===== config.mk =====
export PLATFORM = sky130hd
export DESIGN_NAME = mse_div
export DESIGN_NICKNAME = d
export VERILOG_FILES = /design/src/rtl/core/mse_pkg.sv /design/src/rtl/core/mse_div.sv
export SDC_FILE = /design/constraint.sdc
export NUM_CORES = 1
export LEC_CHECK = 0
export ABC_AREA = 1
export CAP_MARGIN = 20
export CORE_MARGIN = 10
export CORE_UTILIZATION = 50
export CTS_CLUSTER_SIZE = 40
export DETAILED_ROUTE_END_ITERATION = 16
export DONT_BUFFER_PORTS = 1
export GPL_TIMING_DRIVEN = 0
export PLACE_DENSITY_LB_ADDON = 0.12
export RECOVER_POWER = 100
export SYNTH_ARGS = -nofsm -noshare
export SYNTH_HDL_FRONTEND = slang
export SYNTH_SLANG_ARGS = --single-unit

===== constraint.sdc =====
create_clock -name clk_i -period 3.1 [get_ports clk_i]
set_input_delay 0.62 -clock clk_i [delete_from_list [all_inputs] [get_ports clk_i]]
set_output_delay 0.62 -clock clk_i [all_outputs]
set_load 0.02 [all_outputs]

===== src/rtl/core/mse_pkg.sv =====
// shared types and constants for the mips subset execute stage
`timescale 1ns / 1ps
package mse_pkg;
  localparam int unsigned MemWords = 1024;
  localparam int unsigned MemAw = $clog2(MemWords);
  localparam logic [31:0] LinkOffset = 32'h8;
  localparam logic [4:0] LinkReg = 5'd31;

  typedef enum logic [4:0] {
    CmdMove = 5'd0, CmdAdd = 5'd1, CmdSub = 5'd2, CmdSubu = 5'd3, CmdMult = 5'd4,
    CmdMultu = 5'd5, CmdDiv = 5'd6, CmdDivu = 5'd7, CmdAnd = 5'd8, CmdNor = 5'd9,
    CmdOr = 5'd10, CmdSlt = 5'd11, CmdSltu = 5'd12, CmdSll = 5'd13, CmdSrl = 5'd14,
    CmdJr = 5'd15, CmdLi = 5'd16, CmdLw = 5'd17, CmdSw = 5'd18, CmdAddi = 5'd19,
    CmdAddiu = 5'd20, CmdAndi = 5'd21, CmdOri = 5'd22, CmdBeq = 5'd23, CmdBne = 5'd24,
    CmdJ = 5'd25, CmdJal = 5'd26, CmdMemload = 5'd27
  } cmd_e;

  // divider handshake
  typedef struct packed {
    logic        start;
    logic        is_signed;
    logic [31:0] dividend;
    logic [31:0] divisor;
  } div_req_t;

  typedef struct packed {
    logic        done;
    logic [31:0] quotient;
  } div_rsp_t;
endpackage


===== src/rtl/core/mse_div.sv =====
// radix-2 restoring divider, one quotient bit a cycle
`timescale 1ns / 1ps
module mse_div (
  input  logic                clk_i,
  input  logic                rst_ni,
  input  mse_pkg::div_req_t   req_i,
  output mse_pkg::div_rsp_t   rsp_o
);
  import mse_pkg::*;
  logic        busy_q, busy_d, neg_q, neg_d;
  logic [5:0]  cnt_q, cnt_d;
  logic [31:0] rem_q, rem_d, quo_q, quo_d, dvs_q, dvs_d;
  logic [32:0] trial;
  logic        na, nb;

  always_comb begin
    na = req_i.is_signed & req_i.dividend[31];
    nb = req_i.is_signed & req_i.divisor[31];
    busy_d = busy_q; neg_d = neg_q; cnt_d = cnt_q;
    rem_d = rem_q; quo_d = quo_q; dvs_d = dvs_q;
    trial = {rem_q, quo_q[31]} - {1'b0, dvs_q};
    rsp_o.done = 1'b0;
    rsp_o.quotient = neg_q ? (32'd0 - quo_q) : quo_q;
    if (req_i.start) begin
      busy_d = 1'b1; cnt_d = 6'd0; rem_d = '0; neg_d = na ^ nb;
      quo_d = na ? (32'd0 - req_i.dividend) : req_i.dividend;
      dvs_d = nb ? (32'd0 - req_i.divisor) : req_i.divisor;
    end else if (busy_q) begin
      if (cnt_q == 6'd32) begin
        busy_d = 1'b0;
        rsp_o.done = 1'b1;
      end else begin
        cnt_d = cnt_q + 6'd1;
        if (!trial[32]) rem_d = trial[31:0];
        else rem_d = {rem_q[30:0], quo_q[31]};
        quo_d = {quo_q[30:0], ~trial[32]};
      end
    end
  end

  always_ff @(posedge clk_i or negedge rst_ni) begin
    if (!rst_ni) begin
      busy_q <= 1'b0; cnt_q <= '0;
    end else begin
      busy_q <= busy_d; cnt_q <= cnt_d;
    end
  end
  always_ff @(posedge clk_i) begin
    neg_q <= neg_d; rem_q <= rem_d; quo_q <= quo_d; dvs_q <= dvs_d;
  end
endmodule


Yosys cells after proc, flatten, opt, wreduce, memory -nomap -nowiden
Cells that the tools add are included.

Output and inout bits: 33. Register bits: 104. Bits of input ports: 68. Memories kept: 0. Bits in writable memories: 0. ROM bits: 0. Latch bits: 0.

Magnitude comparators: 0. Multipliers: 0. Add/sub/neg operators: 5. Bitwise operators: 5. Multiplexer cells: 16. Equal/unequal tests: 2. Shifts and indexed selects: 0. Reduce and logical (&&, ||, !) cells: 3. Divide/modulo/power cells: 0.

Operators by type and width (count): 32-bit two-way mux (7); 1-bit by 32-bit subtractor with 32-bit output (first input constant) (3); 33-bit by 32-bit subtractor with 33-bit output (1); 6-bit two-way mux (3); 6-bit by 1-bit adder with 6-bit output (second input constant) (1); 6-bit equality test (second input constant) (1); 1-bit two-way mux (6); 2-bit AND reduction (2); 1-bit AND (2); 2-bit inequality test (second input constant) (1); 1-bit inverter (2); 2-bit nonzero test (1); 1-bit bitwise XOR (1).

Logic depth before layout (Yosys ltp)
Gate-level depths: netlist of run 1.

Word-level depth: 5. Mapped depth: 19.

Worst setup path after synthesis of run 1
No wires, ideal clock.

Kind: flip-flop to output port. Start point: register quo_q[0]. End point: output rsp_o[24] (netlist name). Stages on the path, launching flop included: 12. Arrival time: 1939 ps. Setup slack: 541 ps. Path through: edfxtp_1 > inv_1 > ha_1 > inv_1 > nor3_2 > nand2_1 > nor2_1 > nand4_1 > nor2_1 > nand2_1 > o21ai_0 > xor2_1.

RTL lines: start, declared (line mse_div.sv:12) `logic [31:0] rem_q, rem_d, quo_q, quo_d, dvs_q, dvs_d;`; start signal, assigned (line mse_div.sv:49) `neg_q <= neg_d; rem_q <= rem_d; quo_q <= quo_d; dvs_q <= dvs_d;`; end, declared (line mse_div.sv:7) `output mse_pkg::div_rsp_t rsp_o`.

==> results.toml, run 1 <==
[die]
die_width_um = 157
fp.dieH_um = 157
rows = 49
die-area_um2 = 24600
core-area_um2 = 18200
io-pin-count = 101
initial_core_util = 0.514

[critical_path]
end_kind = "output pin"
critPathKind = "reg2out"
required_ns = 2.48
critPathArrivalTime_ns = 2.42
worst_setup_path_start_kind = "flip-flop"
critPathMaxFanout = 3

[timing]
slew_headroom = 0.301
finalCriticalPeriod_ns = 3.04
fin_ws_ns = 0.0601
setup_viol = 0
finClkSkew_ns = 0.0104
worst_pin_slew_ns = 1.04
clock.fmax_mhz = 329
rsz0062_at_grt = "true"
final_max_slew_viol_count = 0
hold_viol_final = 0
post-route-period-util = 0.981

[routing]
firstDrtPassIters = 5
wire_per_inst_um = 15.2
ant_nets = 0
via_count = 8804
drt-total-wl_um = 26600
dr.first_iter.drc_count = 477
avgViaCountPerCell = 5.03
drc = 0

[final_layout]
final_cell_mix = "488 x nand2_1, 297 x inv_1, 126 x nor2_1"
fin_util = 0.563
diodes = 0
final_common_cell = "nand2_1"
n_fill_cell = 1828
regArea_um2 = 2770
fin_nets = 1623
postLayoutCellArea_um2 = 10200
syn_to_final_growth_pct = 9.51
layout-drive-gt1-share = 0.0703
multi_input_area_um2 = 5480

[placement]
dp_hpwl_um = 21800
gp_congestion = 0.910
placed_cell_area_um2 = 9670
portBuffers = 0
dp_slack_ns = 0.0691

[clocking]
numCtsBuffers = 9
insertion_delay_ns = 0.36
clk_pin_slew_ns = 0.08
htree_levels = 3
cts_sinks = 104
clock_path_buffers = 2
cts_tree = "done"
root_buffer = "clkbuf_16"

[pwr]
p_seq_frac = 0.431
cellInternalPower_mw = 2.50
worst_ir_drop_vdd_mv = 0.244
p_sw_frac = 0.364
p_leak_nw = 5.37
p_sw_mw = 1.43
p_per_area_nw_per_um2 = 383
combPwrFrac = 0.264
finalPower_mw = 3.93
pwr-share-clk = 0.306

[synthesis]
seq_area_frac_synth = 0.296
syn_area_um2 = 9360
avgSynthCellArea_um2 = 6.26
synthesis.nets = 1601
ys_ff_latch = 104
yosysWarnings = 0
synth.distinct_cells = 44
syn_inst = 1495

[grt]
grtUsageTotal = 0.220
grt_max_degree = 35
antenna_found_initial = 0
grt_pass1_wl_um = 43100
grt_pass1_vias = 8745
grt_overflow = 0

[status]
status = "complete, no violations"

[hold_path]
min_path_type = "in2reg"

[job]
maxCapViolCount = 0
final cells by class:
type                            instances  area share
Multi-Input combinational cell       1056       0.535
Sequential cell                       104       0.270
Inverter                              306       0.112
Tap cell                              229      0.0280
Clock buffer                            9      0.0220
Buffer                                 29      0.0143
Timing Repair Buffer                   11      0.0103
Clock inverter                          7     0.00830
metal layers:
layer  GRT usage  wire length [um]  up-vias
li1            -                 -     4636
met5           0                 0        -
met3      0.0650              1990       47
met1       0.237             10500     3914
met4      0.0845               863        0
met2       0.396             13200      207
power by group through the flow:
stage	Combinational [mW]	Sequential (mW)	Clock (mW)
global placement	0.960	1.71	0
global route	1.17	1.71	1.27
CTS	1.01	1.69	1.22
finish	1.04	1.69	1.20
floorplan	0.763	1.69	0
detailed placement	0.970	1.71	0
final timing paths:
path / from / to / slack [ns] / cells after the start
worst min register to register: rem_q[17]$_SDFFE_PP0P_ / rem_q[17]$_SDFFE_PP0P_ / 0.48 / 2
max in group asynchronous: rst_ni / cnt_q[2]$_DFFE_PN0P_ / 2.26 / 1
worst min-delay path: req_i[0] / dvs_q[0]$_DFFE_PP_ / 0.35 / 0
worst max register to register: quo_q[31]$_DFFE_PP_ / quo_q[0]$_DFFE_PP_ / 0.25 / 16
min in group asynchronous: rst_ni / cnt_q[0]$_DFFE_PN0P_ / 0.59 / 1
worst max-delay path: quo_q[0]$_DFFE_PP_ / rsp_o[24] / 0.06 / 11
logic make-up (layout without fill, tap and decap cells):
kind of cell,after synthesis,after routing,synth area share
fa+ha+maj,38,38,0.0516
simple gates,820,820,0.371
xor+xnor,88,88,0.0824
compound gates,110,110,0.0612
buf+inv,335,362,0.138
flops,104,104,0.296
worst max-delay path, cell delays in order (launching register included):
cell,delay (ns)
edfxtp_1,0.44
inv_2,0.11
ha_4,0.13
inv_2,0.04
nor3_4,0.16
nand2_2,0.11
nor2_4,0.10
nand4_1,0.15
nor2_2,0.20
nand2_1,0.12
o21ai_2,0.17
xor2_2,0.31
Yosys cell counts, drive strengths merged:
library cell / n / share of area
nand3: 97 / 0.052
clkinv: 1 / 0.00040
ha: 37 / 0.049
nand2: 512 / 0.21
buf: 11 / 0.0082
and2: 4 / 0.0029
a21o: 1 / 0.00080
and3: 3 / 0.0020
inv: 305 / 0.12
fa: 1 / 0.0021
edfxtp: 65 / 0.21
or2: 10 / 0.0067
nor4: 6 / 0.0040
nor3: 30 / 0.020
nand4: 22 / 0.015
dfrtp: 7 / 0.019
a21oi: 31 / 0.017
o31ai: 1 / 0.00080
nor2: 132 / 0.054
dfxtp: 32 / 0.068
xor2: 71 / 0.066
clkbuf: 18 / 0.0072
xnor2: 17 / 0.016
o21ai: 67 / 0.036
a31oi: 9 / 0.0060
or4: 1 / 0.00080
o21bai: 1 / 0.00080
nand3b: 3 / 0.0024
metrics by stage:
stage	TNS (ns)	hold WS, ns	cells
2_1_floorplan	0	0.324	1495
3_3_place_gp	0	0.325	1724
3_5_place_dp	0	0.325	1725
4_1_cts	0	0.346	1748
5_1_grt	-0.466	0.338	1751
6_report	0	0.354	1751
what timing repair did:
item	CTS	global route
pin swaps	8	16
endpoints found under the hold margin	7	0
hold buffers	1	0
setup buffers	6	3
setup endpoints to repair	11	17
resized for setup	20	26
registers in the layout (all words and copies together) (netlist names):
signal  cells
cnt_q       6
quo_q      32
rem_q      32
busy_q      1
neg_q       1
dvs_q      32
(Power assumes the default switching activity.)
==> inputs of run 2 (changes only) <==
--- a/config.mk
+++ b/config.mk
@@ -13,7 +13,7 @@
 export DETAILED_ROUTE_END_ITERATION = 16
 export DONT_BUFFER_PORTS = 1
 export GPL_TIMING_DRIVEN = 0
-export PLACE_DENSITY_LB_ADDON = 0.12
+export PLACE_DENSITY = 0.68
 export RECOVER_POWER = 100
 export SYNTH_ARGS = -nofsm -noshare
 export SYNTH_HDL_FRONTEND = slang
==> run 2 against run 1 <==
Against the previous run: worst hold slack got worse by 0.0074 ns; critical endpoint unchanged; first-iteration DRC count increased by 3.1%; via count increased by 1.7%; clock skew increased by 0.0066 ns; global-route usage decreased by 0.23 points; critical path depth unchanged; cell count increased by 0.51%; final area increased by 1.3%; highest routed layer unchanged; sequential share of layout area decreased by 0.34 points.
==> results.toml, run 2 (synthesis results as in run 1) <==
[routing]
drc = 0
wire_per_inst_um = 15.1
dr.first_iter.drc_count = 492
avgViaCountPerCell = 5.09
via_count = 8957
firstDrtPassIters = 6
drt-total-wl_um = 26500
ant_nets = 0

[critical_path]
required_ns = 2.48
critPathSlowestCell = "edfxtp_1"
max_stage_delay_ns = 0.45
worstReg2RegStart = "quo_q[31]$_DFFE_PP_"
critPathMaxFanout = 3
critPathArrivalTime_ns = 2.47
r2r_slack_ns = 0.24
r2r_cells = 16
end_kind = "output pin"
crit_chain = "inv_2, ha_1, inv_2, nor3_4, nand2_2, nor2_4, nand4_1, nor2_4, nand2_2, o21ai_4, xor2_4"
worst_setup_path_start_kind = "flip-flop"
critPathKind = "reg2out"
r2r-end = "quo_q[0]$_DFFE_PP_"

[grt]
antenna_found_initial = 0
grt_overflow = 0
grt_pass1_vias = 8698
grt_pass1_wl_um = 42800
grtUsageTotal = 0.218
grt_max_degree = 35

[clocking]
htree_levels = 3
cts_tree = "done"
numCtsBuffers = 9
clock_path_buffers = 2
insertion_delay_ns = 0.37
clk_pin_slew_ns = 0.09
root_buffer = "clkbuf_16"
cts_sinks = 104

[final_layout]
top_regs = "dvs_q x32, quo_q x32, rem_q x32"
diodes = 0
final_cell_mix = "487 x nand2_1, 298 x inv_1, 126 x nor2_1"
syn_to_final_growth_pct = 10.9
n_fill_cell = 1752
regArea_um2 = 2770
postLayoutCellArea_um2 = 10400
layout-drive-gt1-share = 0.0764
multi_input_area_um2 = 5540
fin_nets = 1632
final_common_cell = "nand2_1"

[pwr]
finalPower_mw = 3.98
p_leak_nw = 5.44
p_per_area_nw_per_um2 = 383
worst_ir_drop_vdd_mv = 0.271

[die]
rows = 49
core-area_um2 = 18200
die-area_um2 = 24600
die_width_um = 157
fp.dieH_um = 157
io-pin-count = 101
initial_core_util = 0.514

[timing]
final_max_slew_viol_count = 0
clock.fmax_mhz = 323
setup_viol = 0
post-route-period-util = 0.998
rsz0062_at_grt = "true"
slew_headroom = 0.259
worst_pin_slew_ns = 1.10
finClkSkew_ns = 0.0170
finalCriticalPeriod_ns = 3.09
hold_viol_final = 0

[placement]
gp_congestion = 0.953
portBuffers = 0
dp_hpwl_um = 21700
placed_cell_area_um2 = 9670

[hold_path]
min-delay-start = "req_i[0]"
holdPathStages = 0
min_to = "dvs_q[0]$_DFFE_PP_"
min_path_type = "in2reg"

[status]
status = "complete, no violations"

[job]
maxCapViolCount = 0
## run 2: layout make-up
class / instances / area share
Sequential cell: 104 / 0.267
Inverter: 306 / 0.111
Clock inverter: 7 / 0.00832
Multi-Input combinational cell: 1056 / 0.533
Buffer: 28 / 0.0141
Timing Repair Buffer: 21 / 0.0174
Clock buffer: 9 / 0.0217
Tap cell: 229 / 0.0276
## run 2: timing repair
action,in CTS,in global routing
hold endpoints to repair,7,0
gates resized for setup,20,35
setup buffers,15,4
pin swaps,10,16
endpoints found under the setup margin,13,25
hold buffers,1,0
## run 2: stage by stage
step | hold slack, ns | std cells | utilization | setup slack [ns] | TNS, ns
floorplan | 0.324 | 1495 | - | 0.541 | 0
global placement | 0.325 | 1724 | 0.530 | 0.0954 | 0
detailed placement | 0.325 | 1725 | 0.531 | 0.0588 | 0
CTS | 0.339 | 1757 | 0.559 | -0.0442 | -0.0686
global route | 0.342 | 1760 | 0.570 | -0.0933 | -0.485
finish | 0.347 | 1760 | 0.570 | 0.00673 | 0
## run 2: critical path: cells and delay by family (launching register included)
family                   cells  cell delay (ns)
AO/OA/AOI/OAI                1             0.19
XOR/XNOR                     1             0.24
adder cells (fa/ha/maj)      1             0.17
buffers and inverters        2             0.15
flip-flops                   1             0.45
AND/OR/NAND/NOR              6             0.91
## run 2: per-layer routing
layer / wire length (um) / share of wire / vias to the layer above / global-route usage
li1: - / - / 4654 / -
met1: 10600 / 0.40 / 4006 / 0.244
met2: 12700 / 0.48 / 250 / 0.384
met3: 2280 / 0.086 / 47 / 0.0600
met4: 910 / 0.034 / 0 / 0.0800
met5: 0 / 0 / - / 0
## run 2: worst max-delay path by stage
stage,startpoint,endpoint,slack [ns],depth (start not counted)
after floorplan,quo_q[0]$_DFFE_PP_,rsp_o[24],0.54,11
after global placement,quo_q[0]$_DFFE_PP_,rsp_o[24],0.1,11
after detailed placement,quo_q[0]$_DFFE_PP_,rsp_o[24],0.06,11
after CTS,quo_q[1]$_DFFE_PP_,rsp_o[24],-0.04,11
after global routing,quo_q[0]$_DFFE_PP_,rsp_o[24],-0.09,11
final,quo_q[0]$_DFFE_PP_,rsp_o[24],0.007,11
## run 2: where the power goes
part	internal, mW	leakage, nW	switching (mW)
registers	1.60	1.02	0.0933
clock network	0.580	0.151	0.615
logic	0.354	4.27	0.731
total	2.54	5.44	1.44
==> inputs of run 3 (changes only) <==
--- a/config.mk
+++ b/config.mk
@@ -14,7 +14,6 @@
 export DONT_BUFFER_PORTS = 1
 export GPL_TIMING_DRIVEN = 0
 export PLACE_DENSITY = 0.68
-export RECOVER_POWER = 100
 export SYNTH_ARGS = -nofsm -noshare
 export SYNTH_HDL_FRONTEND = slang
 export SYNTH_SLANG_ARGS = --single-unit
==> run 3 against run 2 <==
Against the previous run: worst setup slack is essentially flat; sequential cell count is the same; critical endpoint unchanged; highest routed layer unchanged; largest cell class unchanged; worst hold slack is essentially flat; core utilization is essentially flat; sequential power is essentially flat; first-iteration DRC count grew 2.4%.
==> results.toml, run 3 (synthesis results as in run 1) <==
[status]
status = "complete, no violations"

[final_layout]
n_fill_cell = 1751
top_regs = "dvs_q x32, quo_q x32, rem_q x32"
final_common_cell = "nand2_1"
diodes = 0
layout-drive-gt1-share = 0.0771
syn_to_final_growth_pct = 10.9
fin_util = 0.570
final_cell_mix = "487 x nand2_1, 298 x inv_1, 126 x nor2_1"
fin_nets = 1632

[routing]
firstDrtPassIters = 5
dr.first_iter.drc_count = 504
via_count = 8919
drt-total-wl_um = 26500
wire_per_inst_um = 15.0
avgViaCountPerCell = 5.07
drc = 0
ant_nets = 0

[critical_path]
critPathMaxFanout = 3
worst-path-buf-inv = 2
critPathSlowestCell = "edfxtp_1"
end_kind = "output pin"
critPathArrivalTime_ns = 2.47
max_stage_delay_ns = 0.45
crit_family = "simple AND/OR/NAND/NOR gates"
required_ns = 2.48
worst_setup_path_start_kind = "flip-flop"
crit_chain = "inv_2, ha_1, inv_2, nor3_4, nand2_2, nor2_4, nand4_1, nor2_4, nand2_2, o21ai_4, xor2_4"
critPathKind = "reg2out"

[clocking]
cts_tree = "done"
clk_pin_slew_ns = 0.09
numCtsBuffers = 9
insertion_delay_ns = 0.37
htree_levels = 3
cts_sinks = 104
root_buffer = "clkbuf_16"
clock_path_buffers = 2

[pwr]
worst_ir_drop_vdd_mv = 0.271
p_leak_nw = 5.44
p_per_area_nw_per_um2 = 383

[timing]
rsz0062_at_grt = "true"
final_max_slew_viol_count = 0
worst_pin_slew_ns = 0.798
hold_ws_ns = 0.347
finClkSkew_ns = 0.0172
post-route-period-util = 0.998
setup_viol = 0
fin_ws_ns = 0.00637
slew_headroom = 0.467
hold_viol_final = 0
finalCriticalPeriod_ns = 3.09
clock.fmax_mhz = 323

[die]
core-area_um2 = 18200
die-area_um2 = 24600
io-pin-count = 101
fp.dieH_um = 157
rows = 49
initial_core_util = 0.514
die_width_um = 157

[grt]
antenna_found_initial = 0
grt_overflow = 0
grt_max_degree = 35
grt_pass1_wl_um = 42800
grt_pass1_vias = 8698
grtUsageTotal = 0.218

[placement]
portBuffers = 0
dp_slack_ns = 0.0588
dp_hpwl_um = 21700
gp_congestion = 0.953

[hold_path]
min_path_type = "in2reg"

[job]
maxCapViolCount = 0
-- run 3: cell count changes in the layout (fill, tap and decap cells not counted) --
cell      before  now
nor3_1        25   24
nor3_2         1    2
clkbuf_1      18   17
buf_1          3    4
-- run 3: worst paths after layout --
check	startpoint	end	slack, ns	depth (start not counted)
worst max-delay path	quo_q[0]$_DFFE_PP_	rsp_o[24]	0.006	11
worst min-delay path	req_i[0]	dvs_q[0]$_DFFE_PP_	0.35	0
worst max register to register	quo_q[31]$_DFFE_PP_	quo_q[0]$_DFFE_PP_	0.25	16
worst min register to register	rem_q[19]$_SDFFE_PP0P_	rem_q[19]$_SDFFE_PP0P_	0.48	2
max in group asynchronous	rst_ni	busy_q$_DFF_PN0_	2.28	1
min in group asynchronous	rst_ni	cnt_q[2]$_DFFE_PN0P_	0.57	1
-- run 3: layer usage --
layer	wire length [um]	part of all wire	track usage	vias up
met1	10500	0.40	0.244	3979
li1	-	-	-	4654
met2	12700	0.48	0.384	238
met3	2280	0.086	0.0600	48
met5	0	0	0	-
met4	915	0.035	0.0800	0
-- run 3: cell type report --
class                      count  area [um^2]  area share
buffer                        28          146      0.0141
sequential                   104         2770       0.267
multi-input combinational   1056         5540       0.534
timing repair buffer          21          180      0.0174
clock inverter                 7         86.3     0.00832
tap                          229          287      0.0276
clock buffer                   9          225      0.0217
inverter                     306         1150       0.111
-- run 3: timing repair --
item | CTS | global route
pin swaps | 10 | 16
gates resized for setup | 20 | 35
endpoints found under the setup margin | 13 | 25
setup buffers | 15 | 4
gates cloned | 0 | 0
hold buffers | 1 | 0
endpoints found under the hold margin | 7 | 0
-- run 3: report_power, final --
group | internal [mW] | switching, mW | total, mW
Combinational | 0.354 | 0.731 | 1.09
Sequential | 1.60 | 0.0933 | 1.70
Clock | 0.580 | 0.615 | 1.19
-- run 3: metrics by stage --
| stage | instance area, um^2 | setup TNS [ns] | cells | power, mW |
|---|---|---|---|---|
| 2_1_floorplan | 9360 | 0 | 1495 | 2.45 |
| 3_3_place_gp | 9640 | 0 | 1724 | 2.67 |
| 3_5_place_dp | 9670 | 0 | 1725 | 2.68 |
| 4_1_cts | 10200 | -0.0686 | 1757 | 3.93 |
| 5_1_grt | 10400 | -0.485 | 1760 | 4.18 |
| 6_report | 10400 | 0 | 1760 | 3.98 |
