==> src/rtl/core/mse_ram.sv <==
// generic single-port-write ram with registered read
`timescale 1ns / 1ps
module mse_ram #(
  parameter int unsigned Width = 32,
  parameter int unsigned Depth = 32
) (
  input  logic                     clk_i,
  input  logic                     we_i,
  input  logic [$clog2(Depth)-1:0] waddr_i,
  input  logic [Width-1:0]         wdata_i,
  input  logic [$clog2(Depth)-1:0] raddr_i,
  output logic [Width-1:0]         rdata_o
);
  logic [Width-1:0] mem_q [Depth];
  always_ff @(posedge clk_i) begin
    if (we_i) mem_q[waddr_i] <= wdata_i;
    rdata_o <= mem_q[raddr_i];
  end
endmodule

==> config.mk <==
export PLATFORM = sky130hd
export DESIGN_NAME = mse_ram
export DESIGN_NICKNAME = d
export VERILOG_FILES = /design/src/rtl/core/mse_ram.sv
export SDC_FILE = /design/constraint.sdc
export NUM_CORES = 1
export LEC_CHECK = 0
export BUFFER_PORTS_ARGS = -buffer_cell sky130_fd_sc_hd__buf_2
export CAP_MARGIN = 20
export CELL_PAD_IN_SITES_DETAIL_PLACEMENT = 1
export CELL_PAD_IN_SITES_GLOBAL_PLACEMENT = 2
export CORE_MARGIN = 5
export CORE_UTILIZATION = 48
export DETAILED_ROUTE_END_ITERATION = 10
export PLACE_DENSITY_LB_ADDON = 0.3
export SLEW_MARGIN = 10
export SYNTH_ARGS = -nofsm -noshare
export SYNTH_HDL_FRONTEND = slang
export SYNTH_SLANG_ARGS = --single-unit
==> constraint.sdc <==
create_clock -name clk_i -period 2.8 [get_ports clk_i]
set_input_delay 0.14 -clock clk_i [delete_from_list [all_inputs] [get_ports clk_i]]
set_output_delay 0.14 -clock clk_i [all_outputs]
set_load 0.01 [all_outputs]
---- Yosys cells after proc, flatten, opt, wreduce, memory -nomap -nowiden ----
Memories as Yosys holds them, arrays and structs flattened. A register that Yosys moved wholly into a read port is not among the register bits.
Cells that the tools add are included.
storage, ports and cells
  flip-flop bits (word level) ............. 0
  memory bits (writable) .................. 1024
  bits of input ports ..................... 44
  bits in read-only memories .............. 0
  output and inout bits ................... 32
  latch bits .............................. 0
  memories ................................ 1
memories
  name   words  bits a word  read ports  clocked after memory_dff  wr ports  line  RTL
  mem_q  32     32           1           1                         1         14    logic [Width-1:0] mem_q [Depth];
cells by class
  shift operators ......................... 0
  $add $sub $neg .......................... 0
  multipliers ............................. 0
  bitwise gates (word level) .............. 0
  equality and inequality tests ........... 0
  div/mod/pow operators ................... 0
  muxes and demuxes ....................... 2
  $lt $le $gt $ge ......................... 0
  reduce and logical (&&, ||, !) cells .... 0
operators with widths
  cell              number
  1-bit 2-to-1 mux  2

---- Logic depth before layout (Yosys ltp) ----
Gate-level depths: netlist of run 1.
  word-level depth ........................ 2
  mapped depth ............................ 8
  depth with buffers taken out ............ 5

---- Worst setup path after synthesis of run 1 ----
No wires, ideal clock.
  path type ............................... input to register
  start point ............................. input waddr_i[1]
  end point ............................... memory mem_q[12][0], enable pin
  setup slack ............................. 226 ps
  data required time ...................... 2379 ps
  data arrival time ....................... 2153 ps
  path buffers ............................ 1
  cell stages on the path ................. 3
  setup time .............................. 421 ps
  cells stage by stage .................... or3b_2 -> clkbuf_1 -> nor2_1
RTL lines
  what             line  RTL
  start, declared  9     input logic [$clog2(Depth)-1:0] waddr_i,
  end, declared    14
No word-level cell before the write port.

==> results of run 1 <==
-- final timing paths --
kind / start / end / slack [ns]
setup / recovery: mem_q[5][24] / rdata_o[24] / 1.20
setup reg to reg: mem_q[5][24] / rdata_o[24] / 1.20
hold reg to reg: mem_q[27][10] / rdata_o[10] / 0.61
hold / removal: wdata_i[10] / mem_q[8][10] / 0.03
-- sequential cells by signal, indices dropped and copies added (netlist names) --
signal	cells
mem_q	1024
rdata_o	32
-- logic make-up after synthesis --
logic type	share of synthesized area
compound gates	0.0485
buf+inv	0.0186
simple gates	0.0310
mux	0.127
flops	0.775
-- routing by layer --
metal  part of all wire  up-vias  global-route usage
met5            0.00026        -                   0
met4              0.030        4              0.0751
met3              0.058      181              0.0345
met2               0.50      671               0.405
met1               0.41    11500               0.326
li1                   -     9398                   -
-- per-stage QoR --
stage                     cell area, um^2  utilization
after detailed placement            43200        0.516
after global routing                46800        0.559
final                               46800        0.559
after CTS                           46800        0.559
after global placement              43200        0.516
after floorplan                     40500            -
-- where the power goes --
group	leakage (nW)	total (mW)	internal [mW]	switching, mW
Clock	1.65	13.6	7.78	5.85
Combinational	5.25	1.77	0.607	1.17
Sequential	9.49	17.7	17.6	0.0992
Total	16.4	33.1	26.0	7.12
-- worst max-delay path, cell delays in order, from the launching register on --
cell and delay, ns:
edfxtp_1 0.37, mux2i_1 0.18, a22o_1 0.17, nor3_1 0.06, a31oi_1 0.47, nand3_1 0.19
-- cell type report --
| class | count | area, um^2 | share of cell area |
|---|---|---|---|
| Antenna cell | 4 | 10.0 | 0.000214 |
| Clock buffer | 144 | 2970 | 0.0635 |
| Clock inverter | 54 | 383 | 0.00818 |
| Multi-Input combinational cell | 1077 | 8610 | 0.184 |
| Sequential cell | 1056 | 31400 | 0.671 |
| Tap cell | 1134 | 1420 | 0.0303 |
| Timing Repair Buffer | 224 | 2000 | 0.0428 |
-- placed cells by master (no fill, tap or decap), types with 5 or more instances in the layout --
| master | netlist | routed |
|---|---|---|
| a22oi_1 | 96 | 96 |
| clkbuf_1 | 46 | 25 |
| buf_2 | 26 | 74 |
| buf_12 | 0 | 35 |
| clkbuf_8 | 0 | 9 |
| mux2i_1 | 512 | 512 |
| dlygate4sd3_1 | 0 | 24 |
| buf_4 | 33 | 90 |
| nand2_1 | 98 | 97 |
| clkbuf_16 | 0 | 110 |
| a31oi_1 | 32 | 32 |
| nor3_1 | 32 | 32 |
| clkinv_2 | 0 | 26 |
| clkinv_1 | 0 | 16 |
| nand3b_1 | 5 | 5 |
| nor2_4 | 0 | 33 |
| a21oi_1 | 96 | 96 |
| nand3_1 | 98 | 98 |
| edfxtp_1 | 1024 | 1024 |
| a22o_1 | 64 | 64 |
| dfxtp_1 | 32 | 32 |
-- timing repair --
action                                 CTS  global route
hold buffers                            24             0
resized for setup                        0             0
endpoints found under the hold margin  618             0
buffers inserted                         0             0
==> impl_results.md, run 1 <==
- Synth top area share: 0.760
- Gr usage total: 0.240
- Slew headroom: 0.461
- Synth cell count leaders: edfxtp_1, mux2i_1, nand2_1, nand3_1
- Die ar.: 90300 um^2
- Area growth from synthesis to layout: 15.6%
- DR WL/cell: 29.5 um
- Worst EP arrival: 2.08 ns
- DIE WIDTH: 300 um
- Post-Syn Instances: 2260
- Total CTS buffers: 105
- Clk_lat worst skew: 0.66 ns
- DRC: 0
- I/O pin count: 76
- Crit start category: register
- Fin crit share: 0.571
- Setup repair after global routing missed its margin: no
- Fillers: 7417
- Port buffer count: 75
- Vias per cell: 5.89
- Fmax: 0.626 GHz
- Initial antenna violation count: 8
- Worst Skew: 0.0226 ns
- Core area: 83700 um^2
- Worst-Margin Slew: 0.809 ns
- CTS tree: done
- Dominant cells by area after synthesis: edfxtp_1, mux2i_1, a22oi_1
- DIE HEIGHT: 300 um
- Async set-reset flop share out of synthesis: 0
- # nets final: 2508
- Clock sink total: 1056
- Worst Hold Class: in -> reg
- Starting Density: 0.484
- Hold slack: 0.0266 ns
- DP Wirelength: 62200 um
- Total gr overflow: 0
- Final std cells w/o fill: 3693
- Synth Warn #: 0
- Final WS setup: 1.20 ns
- CP Class: reg -> reg
- Synth Flop Type: edfxtp_1
- Vias: 21700
- Max-cap viol count: 0
- First-pass GRT wire length: 159000 um
- Reg2reg path depth: 5
- Initial DRC Count: 1957
- Total negative setup slack: 0 ns
- Worst slack at placement: 0.614 ns
- Post-synth cell types: 25
- FP Rows: 106
- Number of H-tree levels: 3
- Largest net degree at the start of global routing: 57
- Hold Path Stages: 1
- Lkg Pwr: 16.4 nW
- Post-Syn Area: 40500 um^2
- Placed cell count: 3467
- EDFF count, synth: 1024
- Crit-path max FO: 1
- Max VDD drop: 0.590 mV
- Final Hold Viols: 0
- Initial DRT Pass Iterations: 5
- Register area share after synthesis: 0.775
- Flops & latches, synth: 1056
- Post-layout min period: 1.60 ns
- Syn_nets: 2304
- Count leader, synth: edfxtp_1
- Synth Area per Inst: 17.9 um^2
- Final Wtd Congestion: 0.763
- Buffer depth of the longest clock path: 3
- Clock root cell: clkbuf_16
- Clk slew on worst S/H paths: 0.06 ns
- Status: finished, final reports clean
- Power, Total: 33.1 mW
- Area leader, netlist: edfxtp_1
- Setup-failing EPs final: 0
- Vias in the first global route: 23100
- Fraction of layout cells with a size suffix above 1: 0.157
- PwrDens: 707 nW/um^2
- WP data required: 3.29 ns
- Final Max Slew Viols: 0
- ANT nets after route: 0
- Total Routed Length: 109000 um
- Critical path endpoint category: register
Power figures use the tool's default switching activity.
==> inputs of run 2 (changes only) <==
--- a/config.mk
+++ b/config.mk
@@ -5,12 +5,13 @@
 export SDC_FILE = /design/constraint.sdc
 export NUM_CORES = 1
 export LEC_CHECK = 0
+export ABC_AREA = 1
 export BUFFER_PORTS_ARGS = -buffer_cell sky130_fd_sc_hd__buf_2
 export CAP_MARGIN = 20
 export CELL_PAD_IN_SITES_DETAIL_PLACEMENT = 1
 export CELL_PAD_IN_SITES_GLOBAL_PLACEMENT = 2
 export CORE_MARGIN = 5
-export CORE_UTILIZATION = 48
+export CORE_UTILIZATION = 39
 export DETAILED_ROUTE_END_ITERATION = 10
 export PLACE_DENSITY_LB_ADDON = 0.3
 export SLEW_MARGIN = 10
==> constraint.sdc (replaced) <==
create_clock -name clk_i -period 1.4 [get_ports clk_i]
set_input_delay 0.07 -clock clk_i [delete_from_list [all_inputs] [get_ports clk_i]]
set_output_delay 0.07 -clock clk_i [all_outputs]
set_load 0.01 [all_outputs]
==> impl_results.md, run 2 <==
- Area leader, netlist: edfxtp_1 (unchanged)
- WP data required: 1.33 ns (was 3.29 ns)
- Worst Skew: 0.0182 ns (was 0.0226 ns)
- Routing usage on met2: 0.387 (was 0.405)
- Met3 Resource Use GR: 0.0319 (was 0.0345)
- Core area: 108000 um^2 (was 83700 um^2)
- Crit-path max FO: 1 (unchanged)
- DIE HEIGHT: 340 um (was 300 um)
- Async set-reset flop share out of synthesis: 0 (unchanged)
- Slowest library cell on the worst path: dfxtp_2 (was a31oi_1)
- First-pass GRT wire length: 196000 um (was 159000 um)
- Clock sink total: 1056 (unchanged)
- Flops & latches, synth: 1056 (unchanged)
- Max reg flops: 1024 (unchanged)
- Total negative setup slack: 0 ns (unchanged)
- Initial antenna violation count: 4 (was 8)
- Clk_lat worst skew: 0.70 ns (was 0.66 ns)
- Vias in the first global route: 29300 (was 23100)
- Dominant cells by area after synthesis: edfxtp_1, nand2_1, nand3_1 (was edfxtp_1, mux2i_1, a22oi_1)
- Area of the multi-input gates: 9710 um^2 (was 8610 um^2)
- PwrDens: 1360 nW/um^2 (was 707 nW/um^2)
- CTS tree: done (unchanged)
- CP Class: reg -> out (was reg -> reg)
- Largest net degree at the start of global routing: 66 (was 57)
- Max VDD drop: 1.33 mV (was 0.590 mV)
- Post-layout min period: 1.33 ns
- Synth Flop Type: edfxtp_1 (unchanged)
- Postcts setup bufs: 0 (unchanged)
- Clock root cell: clkbuf_16 (unchanged)
- Lkg Pwr: 18.8 nW (was 16.4 nW)
- Setup repair after global routing missed its margin: no (unchanged)
- Final Hold Viols: 0 (unchanged)
- I/O pin count: 76 (unchanged)
- Count leader, synth: nand2_1 (was edfxtp_1)
- Most frequent cells in the layout: nand2_1, edfxtp_1, nand3_1 (was edfxtp_1, mux2i_1, clkbuf_16)
- GR Util met1: 0.309 (was 0.326)
- Power, Total: 69.3 mW (was 33.1 mW)
- DP Wirelength: 80400 um (was 62200 um)
- Worst-Margin Slew: 0.612 ns (was 0.809 ns)
- Synth cell count leaders: nand2_1, edfxtp_1, nand3_1 (was edfxtp_1, mux2i_1, nand2_1, nand3_1)
- Clk slew on worst S/H paths: 0.06 ns (about the same)
- Setup-failing EPs final: 0 (unchanged)
- Buffer depth of the longest clock path: 3 (unchanged)
- Number of H-tree levels: 3 (unchanged)
- Total Routed Length: 134000 um (was 109000 um)
- Post-synth cell types: 14 (was 25)
- Vias: 28300 (was 21700)
- Synth Warn #: 0 (unchanged)
- EDFF count, synth: 1024 (unchanged)
- Synth Area per Inst: 12.0 um^2 (was 17.9 um^2)
- Top flop regs: mem_q (1024), rdata_o (32) (unchanged)
- Max-cap viol count: 0 (unchanged)
- Crit-path cells: buf_2 (was mux2i_1 > a22o_1 > nor3_1 > a31oi_1 > nand3_1)
- Commonest non-fill, non-tap cell in the layout: nand2_1 (was edfxtp_1)
- Crit start category: register (unchanged)
- DIE WIDTH: 340 um (was 300 um)
- Starting Density: 0.391 (was 0.484)
- Max stage delay on crit path: 0.40 ns (was 0.47 ns)
- Syn_nets: 3580 (was 2304)
- Fraction of layout cells with a size suffix above 1: 0.137 (was 0.157)
- Post-Syn Area: 42400 um^2 (was 40500 um^2)
- Post-Syn Instances: 3536 (was 2260)
- FF/Latch Area: 31400 um^2 (about the same)
- Critical path endpoint category: output pin (was register)
- ANT nets after route: 0 (unchanged)
- Synth top area share: 0.725 (was 0.760)
- Gr usage total: 0.229 (was 0.240)
- Slew headroom: 0.592 (was 0.461)
- Fin crit share: 0.953
- Vias per cell: 5.33 (was 5.89)
- DRC: 0 (unchanged)
- Largest Register: mem_q (unchanged)
- Initial DRC Count: 1948 (was 1957)
- Port buffer count: 75 (unchanged)
- Worst EP arrival: 1.26 ns (was 2.08 ns)
- Initial DRT Pass Iterations: 7 (was 5)
- Fillers: 11200 (was 7417)
- Most used routing layer: met2 (unchanged)
- Fmax: 0.750 GHz
- Total CTS buffers: 113 (was 105)
- Total gr overflow: 0 (unchanged)
- Area growth from synthesis to layout: 20.0% (was 15.6%)
- Final Wtd Congestion: 0.770 (was 0.763)
- Status: finished, final reports clean (unchanged)
- Worst Hold Class: in -> reg (unchanged)
- DR WL/cell: 25.2 um (was 29.5 um)
- Register area share after synthesis: 0.740 (was 0.775)
- # nets final: 3841 (was 2508)
- Worst slack at placement: -0.0935 ns (was 0.614 ns)
- Bufs and invs on worst path: 1 (was 0)
- Final Max Slew Viols: 0 (unchanged)
- Die ar.: 115000 um^2 (was 90300 um^2)
- Dominant delay contributor by cell family on the critical path: flip-flops (was compound AO/OA/AOI/OAI gates)
- FP Rows: 121 (was 106)
- Final WS setup: 0.0665 ns (was 1.20 ns)
## run 2: cell types whose count changed in the layout (fill, tap and decap cells not counted), sizes merged, moves of 64 or more
cell | previous run | this run
a21oi | 96 | 0
buf | 200 | 330
nand2 | 98 | 1440
a22oi | 96 | 0
a22o | 64 | 0
mux2i | 512 | 0
nand3 | 98 | 780
## run 2: cells by family after synthesis
logic type,synth area share
DFF,0.740
and+or+nand+nor,0.222
buffers and inverters,0.0374
## run 2: per-layer routing
metal | share of wire | wire length [um] | up-vias
met5 | 0.00020 | 27 | -
li1 | - | - | 12900
met4 | 0.032 | 4260 | 4
met3 | 0.042 | 5600 | 216
met1 | 0.44 | 58500 | 14600
met2 | 0.49 | 65200 | 604
## run 2: report_power, final
| part | leakage, nW | switching [mW] | total [mW] | internal (mW) |
|---|---|---|---|---|
| Combinational | 7.57 | 3.24 | 4.87 | 1.63 |
| Clock | 1.78 | 12.3 | 29.1 | 16.9 |
| Sequential | 9.49 | 0.168 | 35.3 | 35.1 |
## run 2: timing repair
action	4_1_cts	5_1_grt
endpoints found under the setup margin	6	0
resized for setup	6	0
hold buffers	34	0
hold endpoints to repair	1033	0
## run 2: cell type report
cell class / instances / share of cell area
diodes: 2 / 0.0000983
inverters: 10 / 0.00135
multi-input cells: 2252 / 0.191
clock buffers: 159 / 0.0616
clock inverters: 55 / 0.00927
flip-flops and latches: 1056 / 0.617
repair buffers: 364 / 0.0855
well taps: 1414 / 0.0348
## run 2: per-stage QoR
| step | utilization | cell area (um^2) | hold slack, ns | cells |
|---|---|---|---|---|
| 3_5_place_dp | 0.433 | 46900 | 0.465 | 5062 |
| 5_1_grt | 0.470 | 50900 | 0.101 | 5311 |
| 3_3_place_gp | 0.433 | 46900 | 0.468 | 5062 |
| 4_1_cts | 0.470 | 50900 | 0.0269 | 5310 |
| 2_1_floorplan | - | 42700 | 0.169 | 3536 |
| 6_report | 0.470 | 50900 | 0.0722 | 5312 |
## run 2: path summary, 6_finish.rpt
check / start / to / slack (ns) / cells past startpoint
worst max-delay path: rdata_o[18] / rdata_o[18] / 0.07 / 1
worst min-delay path: raddr_i[2] / rdata_o[9] / 0.07 / 8
worst max register to register: mem_q[13][25] / rdata_o[25] / 0.16 / 8
worst min register to register: mem_q[26][13] / rdata_o[13] / 0.75 / 8
==> inputs of run 3 (changes only) <==
--- a/config.mk
+++ b/config.mk
@@ -11,7 +11,8 @@
 export CELL_PAD_IN_SITES_DETAIL_PLACEMENT = 1
 export CELL_PAD_IN_SITES_GLOBAL_PLACEMENT = 2
 export CORE_MARGIN = 5
-export CORE_UTILIZATION = 39
+export CORE_UTILIZATION = 41
+export CTS_BUF_LIST = sky130_fd_sc_hd__clkbuf_4
 export DETAILED_ROUTE_END_ITERATION = 10
 export PLACE_DENSITY_LB_ADDON = 0.3
 export SLEW_MARGIN = 10
==> constraint.sdc (replaced) <==
create_clock -name clk_i -period 1.2 [get_ports clk_i]
set_input_delay 0.06 -clock clk_i [delete_from_list [all_inputs] [get_ports clk_i]]
set_output_delay 0.06 -clock clk_i [all_outputs]
set_load 0.01 [all_outputs]
==> impl_results.md, run 3 (synthesized netlist as in run 2, its figures left out) <==
- Final Max Slew Viols: 0 (unchanged)
- First-pass GRT wire length: 204000 um (was 196000 um)
- Fmax: 0.573 GHz
- Clk_lat worst skew: 1.17 ns (was 0.70 ns)
- Slew headroom: 0.301 (was 0.592)
- Starting Density: 0.411 (was 0.391)
- Hold endpoint: mem_q[16][20] (was rdata_o[9])
- Buffer depth of the longest clock path: 4 (was 3)
- Bufs and invs on worst path: 1 (unchanged)
- CTS tree: done (unchanged)
- Vias: 30100 (was 28300)
- Commonest non-fill, non-tap cell in the layout: nand2_1 (unchanged)
- Setup-failing EPs final: 38 (was 0)
- Top flop regs: mem_q (1024), rdata_o (32) (unchanged)
- Crit start category: register (unchanged)
- Gr usage total: 0.248 (was 0.229)
- DRC: 0 (unchanged)
- Core area: 103000 um^2 (was 108000 um^2)
- Initial DRT Pass Iterations: 5 (was 7)
- Failing checks: negative setup slack
- Fin crit share: 1.45
- Total CTS buffers: 300 (was 113)
- R2r setup slk: 0.05 ns (was 0.16 ns)
- Hold Path Stages: 2 (was 8)
- Total negative setup slack: -14.53 ns (was 0 ns)
- Initial antenna violation count: 3 (was 4)
- Worst slack at placement: -0.321 ns (was -0.0935 ns)
- Final Hold Viols: 0 (unchanged)
- Reg2reg path depth: 8 (unchanged)
- Largest net degree at the start of global routing: 45 (was 66)
- ANT nets after route: 0 (unchanged)
- DIE HEIGHT: 332 um (was 340 um)
- Die ar.: 110000 um^2 (was 115000 um^2)
- Port buffer count: 75 (unchanged)
- Max stage delay on crit path: 0.42 ns (was 0.40 ns)
- Max reg flops: 1024 (unchanged)
- I/O pin count: 76 (unchanged)
- Worst Skew: 0.0860 ns (was 0.0182 ns)
- Vias per cell: 5.33 (about the same)
- Most frequent cells in the layout: nand2_1, edfxtp_1, nand3_1 (unchanged)
- Fraction of layout cells with a size suffix above 1: 0.219 (was 0.137)
- Initial DRC Count: 2450 (was 1948)
- Worst-Margin Slew: 1.04 ns (was 0.612 ns)
- Clock sink total: 1056 (unchanged)
- Total Routed Length: 139000 um (was 134000 um)
- Status: complete, but fails checks (was finished, final reports clean)
- Clock root cell: clkbuf_4 (was clkbuf_16)
- Vias in the first global route: 31600 (was 29300)
- Setup repair after global routing missed its margin: yes (was no)
- Max-cap viol count: 0 (unchanged)
- Hold_sp: wdata_i[20] (was raddr_i[2])
- Final Wtd Congestion: 0.764 (was 0.770)
- Post-layout util: 0.508 (was 0.470)
- WP data required: 1.14 ns (was 1.33 ns)
- Critical path endpoint category: output pin (unchanged)
- Worst R2R End: rdata_o[15] (was rdata_o[25])
- Slowest library cell on the worst path: dfxtp_4 (was dfxtp_2)
- Crit-path max FO: 1 (unchanged)
- Lkg Pwr: 19.8 nW (was 18.8 nW)
- Clk slew on worst S/H paths: 0.06 ns (about the same)
- Largest Register: mem_q (unchanged)
- Max VDD drop: 0.756 mV (was 1.33 mV)
- PwrDens: 1520 nW/um^2 (was 1360 nW/um^2)
- Total gr overflow: 0 (unchanged)
- Worst EP arrival: 1.69 ns (was 1.26 ns)
- # nets final: 4124 (was 3841)
- Area growth from synthesis to layout: 23.5% (was 20.0%)
- Crit-path cells: buf_6 (was buf_2)
- DIE WIDTH: 332 um (was 340 um)
- Worst Hold Class: in -> reg (unchanged)
- R2R Path Start: mem_q[13][15] (was mem_q[13][25])
- FP Rows: 118 (was 121)
- Final WS setup: -0.546 ns (was 0.0665 ns)
- CP Class: reg -> out (unchanged)
- DP Wirelength: 80900 um (was 80400 um)
- Post-layout min period: 1.75 ns
- Dominant delay contributor by cell family on the critical path: flip-flops (unchanged)
- DR WL/cell: 24.5 um (was 25.2 um)
- Postcts setup bufs: 0 (unchanged)
- Number of H-tree levels: 5 (was 3)
==> run 3: area by class of cell <==
class                      count  area [um^2]
inverter                      10         87.6
clock buffer                 446         3350
sequential                  1056        31400
multi-input combinational   2252         9850
antenna                        5         12.5
timing repair buffer         460         5660
clock inverter                50          253
fill                       10800        50800
tap                         1380         1730
==> run 3: routing by layer <==
layer  track usage  vias up  share of wire
met1         0.344    15300           0.45
met4        0.0792        0          0.026
met3        0.0560      240          0.067
met5             0        -              0
li1              -    13600              -
met2         0.392     1001           0.46
==> run 3: how the worst max path moves through the flow <==
| stage | from | endpoint | slack, ns | cells past startpoint |
|---|---|---|---|---|
| 6_report | rdata_o[12] | rdata_o[12] | -0.55 | 1 |
| 5_1_grt | rdata_o[12] | rdata_o[12] | -0.69 | 1 |
| 4_1_cts | rdata_o[12] | rdata_o[12] | -0.68 | 1 |
| 3_5_place_dp | raddr_i[0] | rdata_o[5] | -0.32 | 12 |
| 3_3_place_gp | raddr_i[0] | rdata_o[17] | -0.32 | 11 |
| 2_1_floorplan | waddr_i[0] | mem_q[28][0] | -0.13 | 3 |
==> run 3: through the flow <==
step                      total power, mW  hold WS, ns  area, um^2  instances
after floorplan                      44.9        0.159       42800       3536
after global placement               47.6        0.459       47400       5060
after detailed placement             47.8        0.457       47400       5060
after CTS                            80.5      0.00238       52100       5639
after global routing                 83.4       0.0252       52400       5659
final                                79.7        0.131       52400       5659
==> run 3: repair_timing <==
item / 4_1_cts / 5_1_grt
endpoints found under the hold margin: 2080 / 34
gates resized for setup: 71 / 17
setup endpoints to repair: 33 / 140
hold buffers: 83 / 3
pin swaps: 0 / 20
==> run 3: power by group <==
part           switching (mW)  internal [mW]
sequential              0.247           41.0
clock                    14.9           17.3
combinational            3.94           2.33
